==> src/rtl/spha_pkg.sv <==
// Shared constants, codes and controller/datapath bundles for the sparse
// product hash accumulator. No dependencies; every other file imports it.
`default_nettype none

package spha_pkg;

	localparam int TABLE_DEPTH = 64;
	localparam int OFFSET_BITS = 24;
	localparam int VAL_W = 32;
	localparam int TAG_W = OFFSET_BITS + 1;
	localparam int SLOT_W = $clog2(TABLE_DEPTH);
	localparam int CNT_W = SLOT_W + 1;
	localparam int SIZE_W = 7;
	localparam int SIZE_RESET = 64;
	localparam int KIND_W = 2;

	localparam int REM_BITS = 5;
	localparam int REM_STEPS = (TAG_W + REM_BITS - 1) / REM_BITS;
	localparam int REM_PAD_W = REM_STEPS * REM_BITS;
	localparam int REM_CNT_W = $clog2(REM_STEPS);

	localparam int S_TDATA_W = ((2 * VAL_W + 2 * OFFSET_BITS + 7) / 8) * 8;
	localparam int M_TDATA_W = ((TAG_W + VAL_W + 7) / 8) * 8;

	localparam int PADDR_W = 3;
	localparam int PDATA_W = 32;
	localparam logic [PADDR_W-3:0] REG_SIZE_IDX = '0;

	localparam logic [KIND_W-1:0] KIND_ENTRY = KIND_W'(0);
	localparam logic [KIND_W-1:0] KIND_EMPTY = KIND_W'(1);
	localparam logic [KIND_W-1:0] KIND_OVERFLOW = KIND_W'(2);

	localparam int SLOT_OP_W = 3;
	localparam logic [SLOT_OP_W-1:0] SLOT_HOLD = SLOT_OP_W'(0);
	localparam logic [SLOT_OP_W-1:0] SLOT_HOME = SLOT_OP_W'(1);
	localparam logic [SLOT_OP_W-1:0] SLOT_ZERO = SLOT_OP_W'(2);
	localparam logic [SLOT_OP_W-1:0] SLOT_PROBE_INC = SLOT_OP_W'(3);
	localparam logic [SLOT_OP_W-1:0] SLOT_SCAN_INC = SLOT_OP_W'(4);

	typedef struct packed {
		logic load;
		logic [SLOT_OP_W-1:0] slot_op;
		logic step_clr;
		logic step_inc;
		logic rd_en;
		logic wr_en;
		logic wr_add;
		logic clr_valid;
		logic out_load;
		logic [KIND_W-1:0] out_kind;
	} spha_cmd_t;

	typedef struct packed {
		logic rem_busy;
		logic valid_at_slot;
		logic tag_match;
		logic step_last;
		logic slot_end;
		logic any_valid;
		logic any_above;
		logic out_free;
	} spha_status_t;

endpackage

`default_nettype wire

==> src/rtl/spha_ctrl.sv <==
// Controller state machine: sequences accept, remainder, probing and flush.
// Depends on spha_pkg; drives the datapath through spha_cmd_t.
`default_nettype none

module spha_ctrl
	import spha_pkg::*;
(
	input  wire logic         clk,
	input  wire logic         arst_n,
	input  wire logic         s_tvalid,
	input  wire logic         opcode,
	output logic              s_tready,
	input  wire spha_status_t st,
	output spha_cmd_t         cmd
);

	localparam logic [2:0] ST_IDLE    = 3'd0;
	localparam logic [2:0] ST_REM     = 3'd1;
	localparam logic [2:0] ST_PR_CHK  = 3'd2;
	localparam logic [2:0] ST_PR_CMP  = 3'd3;
	localparam logic [2:0] ST_OVF     = 3'd4;
	localparam logic [2:0] ST_EMPTY   = 3'd5;
	localparam logic [2:0] ST_FL_SCAN = 3'd6;
	localparam logic [2:0] ST_FL_OUT  = 3'd7;

	logic [2:0] state_q;
	logic [2:0] state_d;

	assign s_tready = (state_q == ST_IDLE);

	always_comb begin
		cmd = '0;
		cmd.slot_op = SLOT_HOLD;
		cmd.out_kind = KIND_ENTRY;
		state_d = state_q;
		unique case (state_q)
			ST_IDLE: begin
				if (s_tvalid) begin
					cmd.load = 1'b1;
					cmd.slot_op = SLOT_ZERO;
					if (!opcode) begin
						state_d = ST_REM;
					end else if (st.any_valid) begin
						state_d = ST_FL_SCAN;
					end else begin
						state_d = ST_EMPTY;
					end
				end
			end
			ST_REM: begin
				if (!st.rem_busy) begin
					cmd.slot_op = SLOT_HOME;
					cmd.step_clr = 1'b1;
					state_d = ST_PR_CHK;
				end
			end
			ST_PR_CHK: begin
				if (!st.valid_at_slot) begin
					cmd.wr_en = 1'b1;
					state_d = ST_IDLE;
				end else begin
					cmd.rd_en = 1'b1;
					state_d = ST_PR_CMP;
				end
			end
			ST_PR_CMP: begin
				if (st.tag_match) begin
					cmd.wr_en = 1'b1;
					cmd.wr_add = 1'b1;
					state_d = ST_IDLE;
				end else if (st.step_last) begin
					state_d = ST_OVF;
				end else begin
					cmd.slot_op = SLOT_PROBE_INC;
					cmd.step_inc = 1'b1;
					state_d = ST_PR_CHK;
				end
			end
			ST_OVF: begin
				if (st.out_free) begin
					cmd.out_load = 1'b1;
					cmd.out_kind = KIND_OVERFLOW;
					state_d = ST_IDLE;
				end
			end
			ST_EMPTY: begin
				if (st.out_free) begin
					cmd.out_load = 1'b1;
					cmd.out_kind = KIND_EMPTY;
					state_d = ST_IDLE;
				end
			end
			ST_FL_SCAN: begin
				if (st.valid_at_slot) begin
					cmd.rd_en = 1'b1;
					state_d = ST_FL_OUT;
				end else if (st.slot_end) begin
					state_d = ST_IDLE;
				end else begin
					cmd.slot_op = SLOT_SCAN_INC;
				end
			end
			ST_FL_OUT: begin
				if (st.out_free) begin
					cmd.out_load = 1'b1;
					cmd.out_kind = KIND_ENTRY;
					cmd.clr_valid = 1'b1;
					if (st.any_above) begin
						cmd.slot_op = SLOT_SCAN_INC;
						state_d = ST_FL_SCAN;
					end else begin
						state_d = ST_IDLE;
					end
				end
			end
			default: begin
				state_d = ST_IDLE;
			end
		endcase
	end

	always_ff @(posedge clk or negedge arst_n) begin
		if (!arst_n) begin
			state_q <= ST_IDLE;
		end else begin
			state_q <= state_d;
		end
	end

endmodule

`default_nettype wire

==> config.mk <==
export PLATFORM = sky130hd
export DESIGN_NAME = spha_ctrl
export DESIGN_NICKNAME = d
export VERILOG_FILES = /design/src/rtl/spha_pkg.sv /design/src/rtl/spha_ctrl.sv
export SDC_FILE = /design/constraint.sdc
export NUM_CORES = 1
export LEC_CHECK = 0
export BUFFER_PORTS_ARGS = -buffer_cell sky130_fd_sc_hd__buf_2
export CORE_AREA = 4 4 41 43
export CTS_BUF_LIST = sky130_fd_sc_hd__clkbuf_16
export DETAILED_ROUTE_END_ITERATION = 16
export DIE_AREA = 0 0 45 47
export GPL_TIMING_DRIVEN = 1
export SLEW_MARGIN = 30
export SYNTH_ARGS = -nofsm -noshare
export SYNTH_HDL_FRONTEND = slang
export SYNTH_SLANG_ARGS = --single-unit
==> constraint.sdc <==
create_clock -name clk -period 2.2 [get_ports clk]
set_clock_uncertainty 0.15 [all_clocks]
set_input_delay 0.44 -clock clk [delete_from_list [all_inputs] [get_ports clk]]
set_output_delay 0.44 -clock clk [all_outputs]
set_load 0.05 [all_outputs]
==> summary.md <==
| Metric | Value |
|---|---|
| DRT iter0 DRCs | 9 |
| Post-Syn Nets | 60 |
| Setup TNS | 0 ns |
| Biggest regs | state_q (3) |
| Diodes inserted | 0 |
| Max FFs per register | 3 |
| Post-synth top cells | nor2_1 (6), nand2_1 (5) |
| Total gr overflow | 0 |
| Max_slew headroom | a little over 80% |
| Die Area | 2120 um2 |
| Final Hold Viols | 0 |
| Number of CTS-inserted buffers | 3 |
| Root Driver | clkbuf_16 |
| Sw Share | 48.6% |
| Clk network pwr share | ~25% |
| Top reg by flops | state_q |
| Fmax | between 0.4 and 0.5 GHz |
| Initial Util | a little under a third |
| Register share of total power | 10.3% |
| Worst-case reg-to-reg path depth | 5 |
| Max incr delay on CP | 0.36 ns |
| Port Buffers | 25 |
| Worst-Skew Late Latency | 0.22 ns |
| Yosys top cell by area | dfrtp_1 |
| Total number of vias | 476 |
| Placed instance area | 572 um2 |
| Synth top area cells | dfrtp_1 (18%), buf_6 (8.3%), mux2_1 (5.5%), nor2_1 (5.5%), a32o_1 (4.9%) |
| Final Max Slew Viols | 0 |
| Pwr Density | 1690 nW/um2 |
| GR Util met2 | 18.4% |
| Yosys top cell area share | 18.5% |
| Library cells used by synthesis | 26 |
| Mapped Area | 407 um2 |
| H-tree levels | 1 |
| Hold crit path type | in -> async |
| Clock sinks | 3 |
| Antenna Nets Post-Route | 0 |
| Peak VDD IR | 0.00101 V |
| Grt met1 use | 14.1% |
| Buf+Inv Stages, Crit Path | 1 |
| Dpl hpwl | approximately 940 um |
| Met3 GRT Util | 5.75% |
| Design Area, Final | between 600 and 700 um2 |
| Register bit total from synthesis | 3 |
| Ratio of cells with drive above 1 in the final layout | 64.1% |
| Register area share after synthesis | 18.5% |
| Vias in the first global route | 422 |
| Largest net degree at the start of global routing | 13 |
| WP data required | 1.61 ns |
| Final Setup Violations | 0 |
| Drt first pass iters | 4 |
| P&R area growth vs syn | 63.4% |
| Fill count | 136 |
| CTS tree | built |
| WL final | 1140 um |
| RSZ-0062 raised after global routing | no |
| Final Cycle Share | 96.0% |
| Number of core rows | 13 |
| Syn. warnings | 0 |
| Drt drc | 0 |
| Longest Clk Path Bufs | 2 |
| Post-synth EDFFs | 0 |
| Avg Cell Area, Syn | 8.47 um2 |
| Register-to-Register Setup Slack | between 0.3 and 0.4 ns |
| Layout Nets | about 90 |
| CP Launch Type | flip-flop |
| Syn Inst Count | 48 |
| Max-cap violations | 0 |
| Via density | 5.12 |
| Largest delay share family, worst path | simple AND/OR/NAND/NOR gates |
| Status | completed |
| Combinational share of power | ~64% |
| Top FF cell, synth | dfrtp_1 |
| Crit path time final | 2.11 ns |
| Crit path kind | reg -> out |
| Crit path arrival time | 1.52 ns |
| Total GRT Usage | 11.9% |
| Worst Tran Pin Value | around 0.27 ns |
| Die H | 47 um |
| CP Depth | 5 |
| Async SR Flop Fraction | 100% |
| GRT busiest layer | met2 |
| P_leak | 0.348 nW |
| P_sw | 0.545 mW |
| Gpl congestion | 0.779 |
| Crit end category | output pin |
| Total power draw | around 1.1 mW |
| Die Wd | 45 um |
| Antenna violations before repair | 0 |
| Most common cell on crit path | or2_2 |
| Clock transition at path regs | 0.03 ns |
| DR WL/cell | 12.3 um |
| Placeable Area | 1300 um2 |
| First-pass GRT wire length | 1790 um |
| I/O pin cnt | 26 |
| Int Pwr | 0.576 mW |
| CP Cell Sequence | or2_2 > nor2_4 > and2_2 > or2_2 > clkbuf_4 |
| Slowest cell on crit path | dfrtp_1 |
| Most numerous cell in the Yosys netlist | nor2_1 |
| Crit-path max FO | 5 |
[area by class of cell]
type	instances	area (um2)	share of cell area, %
timing repair buffer	29	160	24.1
multi-input combinational	39	319	48.0
inverter	3	11.3	1.69
tap	15	18.8	2.82
clock inverter	1	3.75	0.565
sequential	3	76.3	11.5
clock buffer	3	75.1	11.3
[per-stage QoR]
step / hold WS, ns / util, % / std cells / setup WS [ns]
3_3_place_gp: 0.0844 / 43.9 / 88 / 0.255
6_report: 0.391 / 51.1 / 93 / 0.0883
2_1_floorplan: -0.00559 / - / 48 / -0.228
3_5_place_dp: 0.0888 / 43.9 / 88 / 0.260
5_1_grt: 0.416 / 51.1 / 93 / 0.00946
4_1_cts: 0.388 / 50.8 / 93 / 0.0263
[worst paths after layout]
| path | start | to |
|---|---|---|
| worst min register to register | state_q[1]$_DFFE_PN0P_ | state_q[1]$_DFFE_PN0P_ |
| worst max-delay path | state_q[1]$_DFFE_PN0P_ | cmd[10] |
| max in group asynchronous | arst_n | state_q[0]$_DFFE_PN0P_ |
| min in group clk | opcode | state_q[2]$_DFFE_PN0P_ |
| worst max register to register | state_q[1]$_DFFE_PN0P_ | state_q[0]$_DFFE_PN0P_ |
| worst min-delay path | arst_n | state_q[2]$_DFFE_PN0P_ |
[power groups by stage]
stage	registers [mW]	clock network, mW	logic [mW]
after CTS	0.114	0.288	0.724
after global placement	0.114	0	0.721
after detailed placement	0.115	0	0.721
after floorplan	0.106	0	0.614
after global routing	0.119	0.299	0.779
final	0.116	0.283	0.723
[repair_timing]
item | in CTS | in global routing
setup endpoints to repair | 0 | 2
hold buffers | 1 | 0
hold endpoints to repair | 3 | 0
gates resized for setup | 0 | 2
setup buffers | 0 | 0
[layer usage]
layer / vias up / share of wire [%]
li1: 237 / -
met1: 213 / 42
met2: 23 / 47
met3: 3 / 9.6
met4: 0 / 1.2
met5: - / 0
[cell families (layout without fill, tap and decap cells)]
logic type	count (synthesis)	after routing	share of synthesized area, %
and+or+nand+nor	25	25	36.6
AOI/OAI and AO/OA	10	10	22.2
buffers and inverters	6	36	11.1
muxes	4	4	11.7
DFF	3	3	18.5
[layout by cell type, fill, tap and decap left out, types with 2 or more instances in the layout]
master,count
buf_2,24
nand2_1,5
nor2_1,4
inv_1,4
or2_2,3
clkbuf_16,3
buf_4,3
nor2_2,2
or2b_2,2
mux2_1,2
dfrtp_1,2
Power figures use the tool's default switching activity.
