==> src/rtl/spha_pkg.sv <==
// Shared constants, codes and controller/datapath bundles for the sparse
// product hash accumulator. No dependencies; every other file imports it.
`default_nettype none

package spha_pkg;

	localparam int TABLE_DEPTH = 64;
	localparam int OFFSET_BITS = 24;
	localparam int VAL_W = 32;
	localparam int TAG_W = OFFSET_BITS + 1;
	localparam int SLOT_W = $clog2(TABLE_DEPTH);
	localparam int CNT_W = SLOT_W + 1;
	localparam int SIZE_W = 7;
	localparam int SIZE_RESET = 64;
	localparam int KIND_W = 2;

	localparam int REM_BITS = 5;
	localparam int REM_STEPS = (TAG_W + REM_BITS - 1) / REM_BITS;
	localparam int REM_PAD_W = REM_STEPS * REM_BITS;
	localparam int REM_CNT_W = $clog2(REM_STEPS);

	localparam int S_TDATA_W = ((2 * VAL_W + 2 * OFFSET_BITS + 7) / 8) * 8;
	localparam int M_TDATA_W = ((TAG_W + VAL_W + 7) / 8) * 8;

	localparam int PADDR_W = 3;
	localparam int PDATA_W = 32;
	localparam logic [PADDR_W-3:0] REG_SIZE_IDX = '0;

	localparam logic [KIND_W-1:0] KIND_ENTRY = KIND_W'(0);
	localparam logic [KIND_W-1:0] KIND_EMPTY = KIND_W'(1);
	localparam logic [KIND_W-1:0] KIND_OVERFLOW = KIND_W'(2);

	localparam int SLOT_OP_W = 3;
	localparam logic [SLOT_OP_W-1:0] SLOT_HOLD = SLOT_OP_W'(0);
	localparam logic [SLOT_OP_W-1:0] SLOT_HOME = SLOT_OP_W'(1);
	localparam logic [SLOT_OP_W-1:0] SLOT_ZERO = SLOT_OP_W'(2);
	localparam logic [SLOT_OP_W-1:0] SLOT_PROBE_INC = SLOT_OP_W'(3);
	localparam logic [SLOT_OP_W-1:0] SLOT_SCAN_INC = SLOT_OP_W'(4);

	typedef struct packed {
		logic load;
		logic [SLOT_OP_W-1:0] slot_op;
		logic step_clr;
		logic step_inc;
		logic rd_en;
		logic wr_en;
		logic wr_add;
		logic clr_valid;
		logic out_load;
		logic [KIND_W-1:0] out_kind;
	} spha_cmd_t;

	typedef struct packed {
		logic rem_busy;
		logic valid_at_slot;
		logic tag_match;
		logic step_last;
		logic slot_end;
		logic any_valid;
		logic any_above;
		logic out_free;
	} spha_status_t;

endpackage

`default_nettype wire

==> src/rtl/spha_rem.sv <==
// Iterative remainder unit: tag modulo the table size in use, several
// dividend bits per cycle. Depends on spha_pkg.
`default_nettype none

module spha_rem
	import spha_pkg::*;
(
	input  wire logic              clk,
	input  wire logic              arst_n,
	input  wire logic              start,
	input  wire logic [TAG_W-1:0]  dividend,
	input  wire logic [CNT_W-1:0]  modulus,
	output logic                   busy,
	output logic [SLOT_W-1:0]      rem
);

	logic                 busy_q;
	logic [REM_CNT_W-1:0] cnt_q;
	logic [REM_PAD_W-1:0] shift_q;
	logic [CNT_W-1:0]     rem_q;
	logic [CNT_W-1:0]     rem_d;

	always_comb begin
		rem_d = rem_q;
		for (int b = 0; b < REM_BITS; b++) begin
			rem_d = {rem_d[SLOT_W-1:0], shift_q[REM_PAD_W-1-b]};
			if (rem_d >= modulus) begin
				rem_d = rem_d - modulus;
			end
		end
	end

	always_ff @(posedge clk or negedge arst_n) begin
		if (!arst_n) begin
			busy_q <= 1'b0;
			cnt_q <= '0;
		end else if (start) begin
			busy_q <= 1'b1;
			cnt_q <= REM_CNT_W'(REM_STEPS - 1);
		end else if (busy_q) begin
			if (cnt_q == '0) begin
				busy_q <= 1'b0;
			end else begin
				cnt_q <= cnt_q - REM_CNT_W'(1);
			end
		end
	end

	always_ff @(posedge clk) begin
		if (start) begin
			shift_q <= REM_PAD_W'(dividend);
			rem_q <= '0;
		end else if (busy_q) begin
			shift_q <= shift_q << REM_BITS;
			rem_q <= rem_d;
		end
	end

	assign busy = busy_q;
	assign rem = rem_q[SLOT_W-1:0];

endmodule

`default_nettype wire

==> src/rtl/spha_dp.sv <==
// Datapath: multiplier, tag adder, remainder unit, slot memories, valid bits
// and the output register. Depends on spha_pkg and spha_rem.
`default_nettype none

module spha_dp
	import spha_pkg::*;
(
	input  wire logic                  clk,
	input  wire logic                  arst_n,
	input  wire logic [S_TDATA_W-1:0]  s_tdata,
	input  wire logic [SIZE_W-1:0]     size_q,
	input  wire spha_cmd_t             cmd,
	output spha_status_t               st,
	output logic                       m_tvalid,
	input  wire logic                  m_tready,
	output logic [M_TDATA_W-1:0]       m_tdata,
	output logic [KIND_W-1:0]          m_tuser,
	output logic                       m_tlast
);

	logic [VAL_W-1:0]       x_value;
	logic [VAL_W-1:0]       y_value;
	logic [OFFSET_BITS-1:0] x_offset;
	logic [OFFSET_BITS-1:0] y_offset;
	logic [VAL_W-1:0]       prod_d;
	logic [TAG_W-1:0]       tag_d;
	logic [CNT_W-1:0]       n_used;

	logic [VAL_W-1:0]       prod_q;
	logic [TAG_W-1:0]       tag_q;
	logic [SLOT_W-1:0]      slot_q;
	logic [SLOT_W-1:0]      step_q;
	logic [TABLE_DEPTH-1:0] valid_q;

	logic [TAG_W-1:0]       tag_mem [TABLE_DEPTH];
	logic [VAL_W-1:0]       sum_mem [TABLE_DEPTH];
	logic [TAG_W-1:0]       rd_tag_q;
	logic [VAL_W-1:0]       rd_sum_q;
	logic [VAL_W-1:0]       wr_sum;

	logic                   out_valid_q;
	logic [KIND_W-1:0]      out_kind_q;
	logic [TAG_W-1:0]       out_idx_q;
	logic [VAL_W-1:0]       out_sum_q;
	logic                   out_last_q;

	logic                   rem_busy;
	logic [SLOT_W-1:0]      home_slot;
	logic [CNT_W-1:0]       slot_inc;
	logic [SLOT_W-1:0]      probe_next;
	logic [TABLE_DEPTH-1:0] hi_mask;
	logic                   out_free;

	assign x_value = s_tdata[VAL_W-1:0];
	assign y_value = s_tdata[2*VAL_W-1:VAL_W];
	assign x_offset = s_tdata[2*VAL_W +: OFFSET_BITS];
	assign y_offset = s_tdata[2*VAL_W+OFFSET_BITS +: OFFSET_BITS];
	assign prod_d = x_value * y_value;
	assign tag_d = TAG_W'(x_offset) + TAG_W'(y_offset);

	always_comb begin
		if (size_q == '0) begin
			n_used = CNT_W'(1);
		end else if (32'(size_q) > 32'(TABLE_DEPTH)) begin
			n_used = CNT_W'(TABLE_DEPTH);
		end else begin
			n_used = CNT_W'(size_q);
		end
	end

	spha_rem u_rem (
		.clk      (clk),
		.arst_n   (arst_n),
		.start    (cmd.load),
		.dividend (tag_d),
		.modulus  (n_used),
		.busy     (rem_busy),
		.rem      (home_slot)
	);

	assign slot_inc = CNT_W'(slot_q) + CNT_W'(1);
	assign probe_next = (slot_inc == n_used) ? '0 : slot_inc[SLOT_W-1:0];
	assign hi_mask = {TABLE_DEPTH{1'b1}} << slot_inc;
	assign wr_sum = cmd.wr_add ? (rd_sum_q + prod_q) : prod_q;
	assign out_free = !out_valid_q || m_tready;

	always_ff @(posedge clk) begin
		if (cmd.load) begin
			prod_q <= prod_d;
			tag_q <= tag_d;
		end
		if (cmd.step_clr) begin
			step_q <= '0;
		end else if (cmd.step_inc) begin
			step_q <= step_q + SLOT_W'(1);
		end
		case (cmd.slot_op)
			SLOT_HOME: slot_q <= home_slot;
			SLOT_ZERO: slot_q <= '0;
			SLOT_PROBE_INC: slot_q <= probe_next;
			SLOT_SCAN_INC: slot_q <= slot_inc[SLOT_W-1:0];
			default: slot_q <= slot_q;
		endcase
	end

	always_ff @(posedge clk) begin
		if (cmd.wr_en) begin
			tag_mem[slot_q] <= tag_q;
			sum_mem[slot_q] <= wr_sum;
		end
		if (cmd.rd_en) begin
			rd_tag_q <= tag_mem[slot_q];
			rd_sum_q <= sum_mem[slot_q];
		end
	end

	always_ff @(posedge clk or negedge arst_n) begin
		if (!arst_n) begin
			valid_q <= '0;
		end else if (cmd.wr_en) begin
			valid_q[slot_q] <= 1'b1;
		end else if (cmd.clr_valid) begin
			valid_q[slot_q] <= 1'b0;
		end
	end

	always_ff @(posedge clk or negedge arst_n) begin
		if (!arst_n) begin
			out_valid_q <= 1'b0;
		end else if (cmd.out_load) begin
			out_valid_q <= 1'b1;
		end else if (m_tready) begin
			out_valid_q <= 1'b0;
		end
	end

	always_ff @(posedge clk) begin
		if (cmd.out_load) begin
			out_kind_q <= cmd.out_kind;
			case (cmd.out_kind)
				KIND_ENTRY: begin
					out_idx_q <= rd_tag_q;
					out_sum_q <= rd_sum_q;
					out_last_q <= !(|(valid_q & hi_mask));
				end
				KIND_OVERFLOW: begin
					out_idx_q <= tag_q;
					out_sum_q <= prod_q;
					out_last_q <= 1'b1;
				end
				default: begin
					out_idx_q <= '0;
					out_sum_q <= '0;
					out_last_q <= 1'b1;
				end
			endcase
		end
	end

	assign st.rem_busy = rem_busy;
	assign st.valid_at_slot = valid_q[slot_q];
	assign st.tag_match = (rd_tag_q == tag_q);
	assign st.step_last = (CNT_W'(step_q) == n_used - CNT_W'(1));
	assign st.slot_end = (slot_q == SLOT_W'(TABLE_DEPTH - 1));
	assign st.any_valid = |valid_q;
	assign st.any_above = |(valid_q & hi_mask);
	assign st.out_free = out_free;

	assign m_tvalid = out_valid_q;
	assign m_tdata = M_TDATA_W'({out_sum_q, out_idx_q});
	assign m_tuser = out_kind_q;
	assign m_tlast = out_last_q;

	a_out_load_free: assert property (@(posedge clk) disable iff (!arst_n)
		cmd.out_load |-> out_free)
		else $error("Result loaded while the output register is still held.");

	a_claim_empty: assert property (@(posedge clk) disable iff (!arst_n)
		(cmd.wr_en && !cmd.wr_add) |-> !valid_q[slot_q])
		else $error("New tag claimed an occupied slot.");

	a_clear_valid: assert property (@(posedge clk) disable iff (!arst_n)
		cmd.clr_valid |-> (valid_q[slot_q] && !cmd.wr_en))
		else $error("Flush cleared a slot that holds no entry.");

endmodule

`default_nettype wire

==> config.mk <==
export PLATFORM = sky130hd
export DESIGN_NAME = spha_dp
export DESIGN_NICKNAME = d
export VERILOG_FILES = /design/src/rtl/spha_pkg.sv /design/src/rtl/spha_rem.sv /design/src/rtl/spha_dp.sv
export SDC_FILE = /design/constraint.sdc
export NUM_CORES = 2
export LEC_CHECK = 0
export ABC_CLOCK_PERIOD_IN_PS = 11700
export BUFFER_PORTS_ARGS = -buffer_cell sky130_fd_sc_hd__buf_2
export CAP_MARGIN = 0
export CORE_MARGIN = 2
export CORE_UTILIZATION = 55
export CTS_BUF_LIST = sky130_fd_sc_hd__clkbuf_4
export CTS_CLUSTER_DIAMETER = 40
export CTS_CLUSTER_SIZE = 14
export DETAILED_ROUTE_END_ITERATION = 8
export PLACE_DENSITY = 0.71
export SLEW_MARGIN = 20
export SYNTH_ARGS = -nofsm -noshare
export SYNTH_HDL_FRONTEND = slang
export SYNTH_HIERARCHICAL = 1
export SYNTH_SLANG_ARGS = --single-unit
==> constraint.sdc <==
create_clock -name clk -period 11.7 [get_ports clk]
set_clock_uncertainty 0.2 [all_clocks]
set_input_delay 2.925 -clock clk [delete_from_list [all_inputs] [get_ports clk]]
set_output_delay 2.925 -clock clk [all_outputs]
set_load 0.005 [all_outputs]
==> results by group <==
Worst hold path
  • HP Class: register to register

Clock tree
  • CTS buffer count: roughly 420
  • Clk_lat worst skew: between 1.5 and 2 ns
  • CTS Hold Bufs: 0
  • TritonCTS clock tree: built
  • Total setup buffers inserted after CTS: 0
  • Maximum root-to-sink buffer count: 4
  • CTS sink count: 3934
  • # H-tree levels: 5
  • Worst-path clk slew: between 0.1 and 0.15 ns
  • CTS resizes: 0
  • Root buf cell: clkbuf_4

Critical path
  • CP Class: input pin to register
  • Levels on crit path: 40
  • Crit path max fanout: 7
  • Worst Path Buf+Inv: 8
  • Terminus of the critical flop-to-flop path: u_rem/rem_q[0]
  • Nature of the critical path startpoint: input pin
  • Worst endpoint required time: approximately 13 ns
  • R2R setup slack: 3.48 ns
  • CP max stage delay: 0.62 ns
  • Crit path capture: u_rem/rem_q[0]
  • RR Startpoint: u_rem/shift_q[24]
  • Crit path arrival time: 11.28 ns
  • Critical path capture point type: register
  • R2R depth: 36
  • Slowest-stage cell, CP: or4b_2
  • Top delay family on crit path: compound AO/OA/AOI/OAI gates
  • CP startpoint: size_q[4]

Power
  • Switch share: between 30% and 40%
  • Clk pwr share: between 10% and 20%
  • Switching power: ~20 mW
  • Sequential cell fraction of total power: 38.0%
  • Logic pwr share: between 40% and 50%
  • Cell Int Power: 31.8 mW
  • Peak VDD IR: 1070 uV
  • Power Density: 291 mW/mm^2
  • Pleak: between 50 and 60 nW

Floorplan
  • FP Rows: 200
  • Starting Density: approximately 55%
  • Die width: around 550 um
  • Die Span Y: roughly 550 um
  • IO Count: around 210
  • Core area: about 0.30 sq mm
  • Die ar.: around 0.3 sq mm

Cells and area
  • Most common cell after layout, fill and taps aside: edfxtp_1
  • Area growth, synth to finish: 8.64%
  • Finished Cell Area: 0.178 sq mm
  • Layout cell share with drive strength beyond 1: a little over an eighth
  • Nets: roughly 11k
  • Commonest cells after routing, fill and taps aside: 3853 x edfxtp_1, 1357 x a22oi_1, 474 x inv_1, 464 x clkbuf_4, 415 x fa_1

Synthesis
  • Synth Area per Inst: between 15 and 20 sq um
  • Cells after Synth: 10.1k
  • Ys flop type: edfxtp_1
  • FF+latch count, synth: 3934
  • Yosys top cell by area: edfxtp_1
  • Synth cell types: 85
  • Yosys top cell area share: 70.8%
  • Mapped cell area: 0.163 sq mm
  • Seq/Total Area, Yosys: a little under three quarters
  • Ys Warns: 6
  • Top cells by area, synth: edfxtp_1 71%, a22oi_1 6.2%, fa_1 5.1%, ha_1 1.7%, a221oi_1 1.4%
  • Number of synthesized flops with an enable pin: ~3.9k
  • Ys async rst share: 1.75%

Placement
  • Number of port buffers: a little over 200
  • DP HPWL: 289000 um
  • Placed cell area: between 0.15 and 0.2 sq mm
  • Routability cong.: around 0.9

Routing
  • Via count: approximately 100k
  • DRC viols: 0
  • Post-DRT Antenna Nets: 0
  • Vias per std cell: around 7
  • Drt wl/cell: about 36 um
  • Routed WL: 528000 um
  • Drt first pass iters: 8
  • Initial detailed-routing violation count: about 18k

STA
  • Final Hold Viols: 0
  • Least-Margin Pin Slew: roughly 1.3 ns
  • Final setup viols: 0
  • Tmin final: about 10 ns
  • RSZ-0062 raised after global routing: no
  • Crit share post-route: between 80% and 90%
  • Fin. max-slew vios: 0
  • FMAX: a little under 0.1 GHz
  • Fin Setup TNS: 0 ns
  • Relative slew slack: approximately an eighth

GRT
  • Total GRT Usage: between 30% and 40%
  • Initial antenna violation count: 26
  • First-pass GRT wire length: ~730000 um
  • Largest net degree at the start of global routing: between 100 and 150
  • Vias in the first global route: 100k
  • GRT overflow: 0

Status
  • Outcome: finished clean

Flow run
  • Max_cap viols: 0
## cells in the mapped netlist, types with 13 or more instances
cell      number
nand3_1       58
o211ai_1      30
xnor2_1      129
nand2b_1      23
a21oi_1      195
nor2_1       230
nor4_1        81
fa_1         415
a22oi_1     1357
xor2_1        61
and2_1       268
inv_1        474
buf_2        118
a41oi_1      109
dfrtp_1       69
nand2_1      380
mux2_2        48
o21bai_1      13
and3_1        16
a31oi_1      249
nand4_1      132
mux2i_1       67
nor3_1        23
ha_1         221
a21o_1        59
o22ai_1       13
nor2b_1       20
clkbuf_1     354
a22o_1       251
a221oi_1     258
o21ai_0      205
edfxtp_1    3853
buf_1        150
o21a_1        29
## worst register-to-register path: cells and delay by family, from the launching register on
family	cells	cell delay (ns)
simple gates	6	1.24
fa+ha+maj	5	1.39
compound gates	15	3.17
buf+inv	7	1.07
mux	3	0.65
flops	1	0.49
## sequential cells by signal (all words and copies together), names as in the netlist, 32 cells and up, named ones only
| signal | count |
|---|---|
| sum_mem | 2048 |
| tag_mem | 1600 |
| rd_sum_q | 32 |
| out_sum_q | 32 |
| prod_q | 32 |
## metrics by stage
stage	hold slack (ns)	setup slack [ns]	power, mW	util (%)	instances
2_1_floorplan	0.263	0.506	35.3	-	10121
3_3_place_gp	0.286	0.0853	43.2	57.6	14007
3_5_place_dp	0.296	0.0693	43.5	57.6	14009
4_1_cts	0.321	1.64	51.4	59.9	14776
5_1_grt	0.346	0.884	54.5	59.9	14783
6_report	0.318	1.63	51.7	59.9	14793
## power groups by stage
stage                     Combinational (mW)  Sequential [mW]  Clock (mW)
after CTS                               23.7             19.6        8.10
after floorplan                         15.4             19.9           0
final                                   24.0             19.6        8.11
after global placement                  23.2             19.9           0
after detailed placement                23.5             20.0           0
after global routing                    26.2             19.7        8.63
## metal layers
metal,vias up,global-route usage (%),share of wire [%]
li1,41121,-,-
met1,51836,44.8,34
met2,8698,53.1,45
met3,1747,9.86,15
met4,22,17.3,6.1
met5,-,0,0.030
## worst min path at each step
stage / startpoint / end / cells after the start / slack, ns
2_1_floorplan: step_q[5] / step_q[5] / 2 / 0.26
3_3_place_gp: step_q[5] / step_q[5] / 2 / 0.29
3_5_place_dp: m_tvalid / m_tvalid / 2 / 0.30
4_1_cts: step_q[5] / step_q[5] / 2 / 0.32
5_1_grt: m_tvalid / m_tvalid / 2 / 0.35
6_report: m_tvalid / m_tvalid / 2 / 0.32
## cell families after synthesis
group	Yosys count	synth area share [%]
DFF	3934	72.0
AOI/OAI and AO/OA	2862	12.9
and+or+nand+nor	1266	3.88
buffers and inverters	1109	2.67
adders and majority gates	637	6.78
xor gates and xnor gates	190	1.02
muxes	116	0.750
other	1	0.00229
## cell type report
class                      count  area, sq um
antenna                       13         32.5
clock buffer                 464         3480
clock inverter               303         3200
fill                       21785       119000
inverter                     476         1790
multi-input combinational   5078        42300
sequential                  3934       118000
tap                         3939         4930
timing repair buffer         586         4170
(Power assumes the default switching activity.)
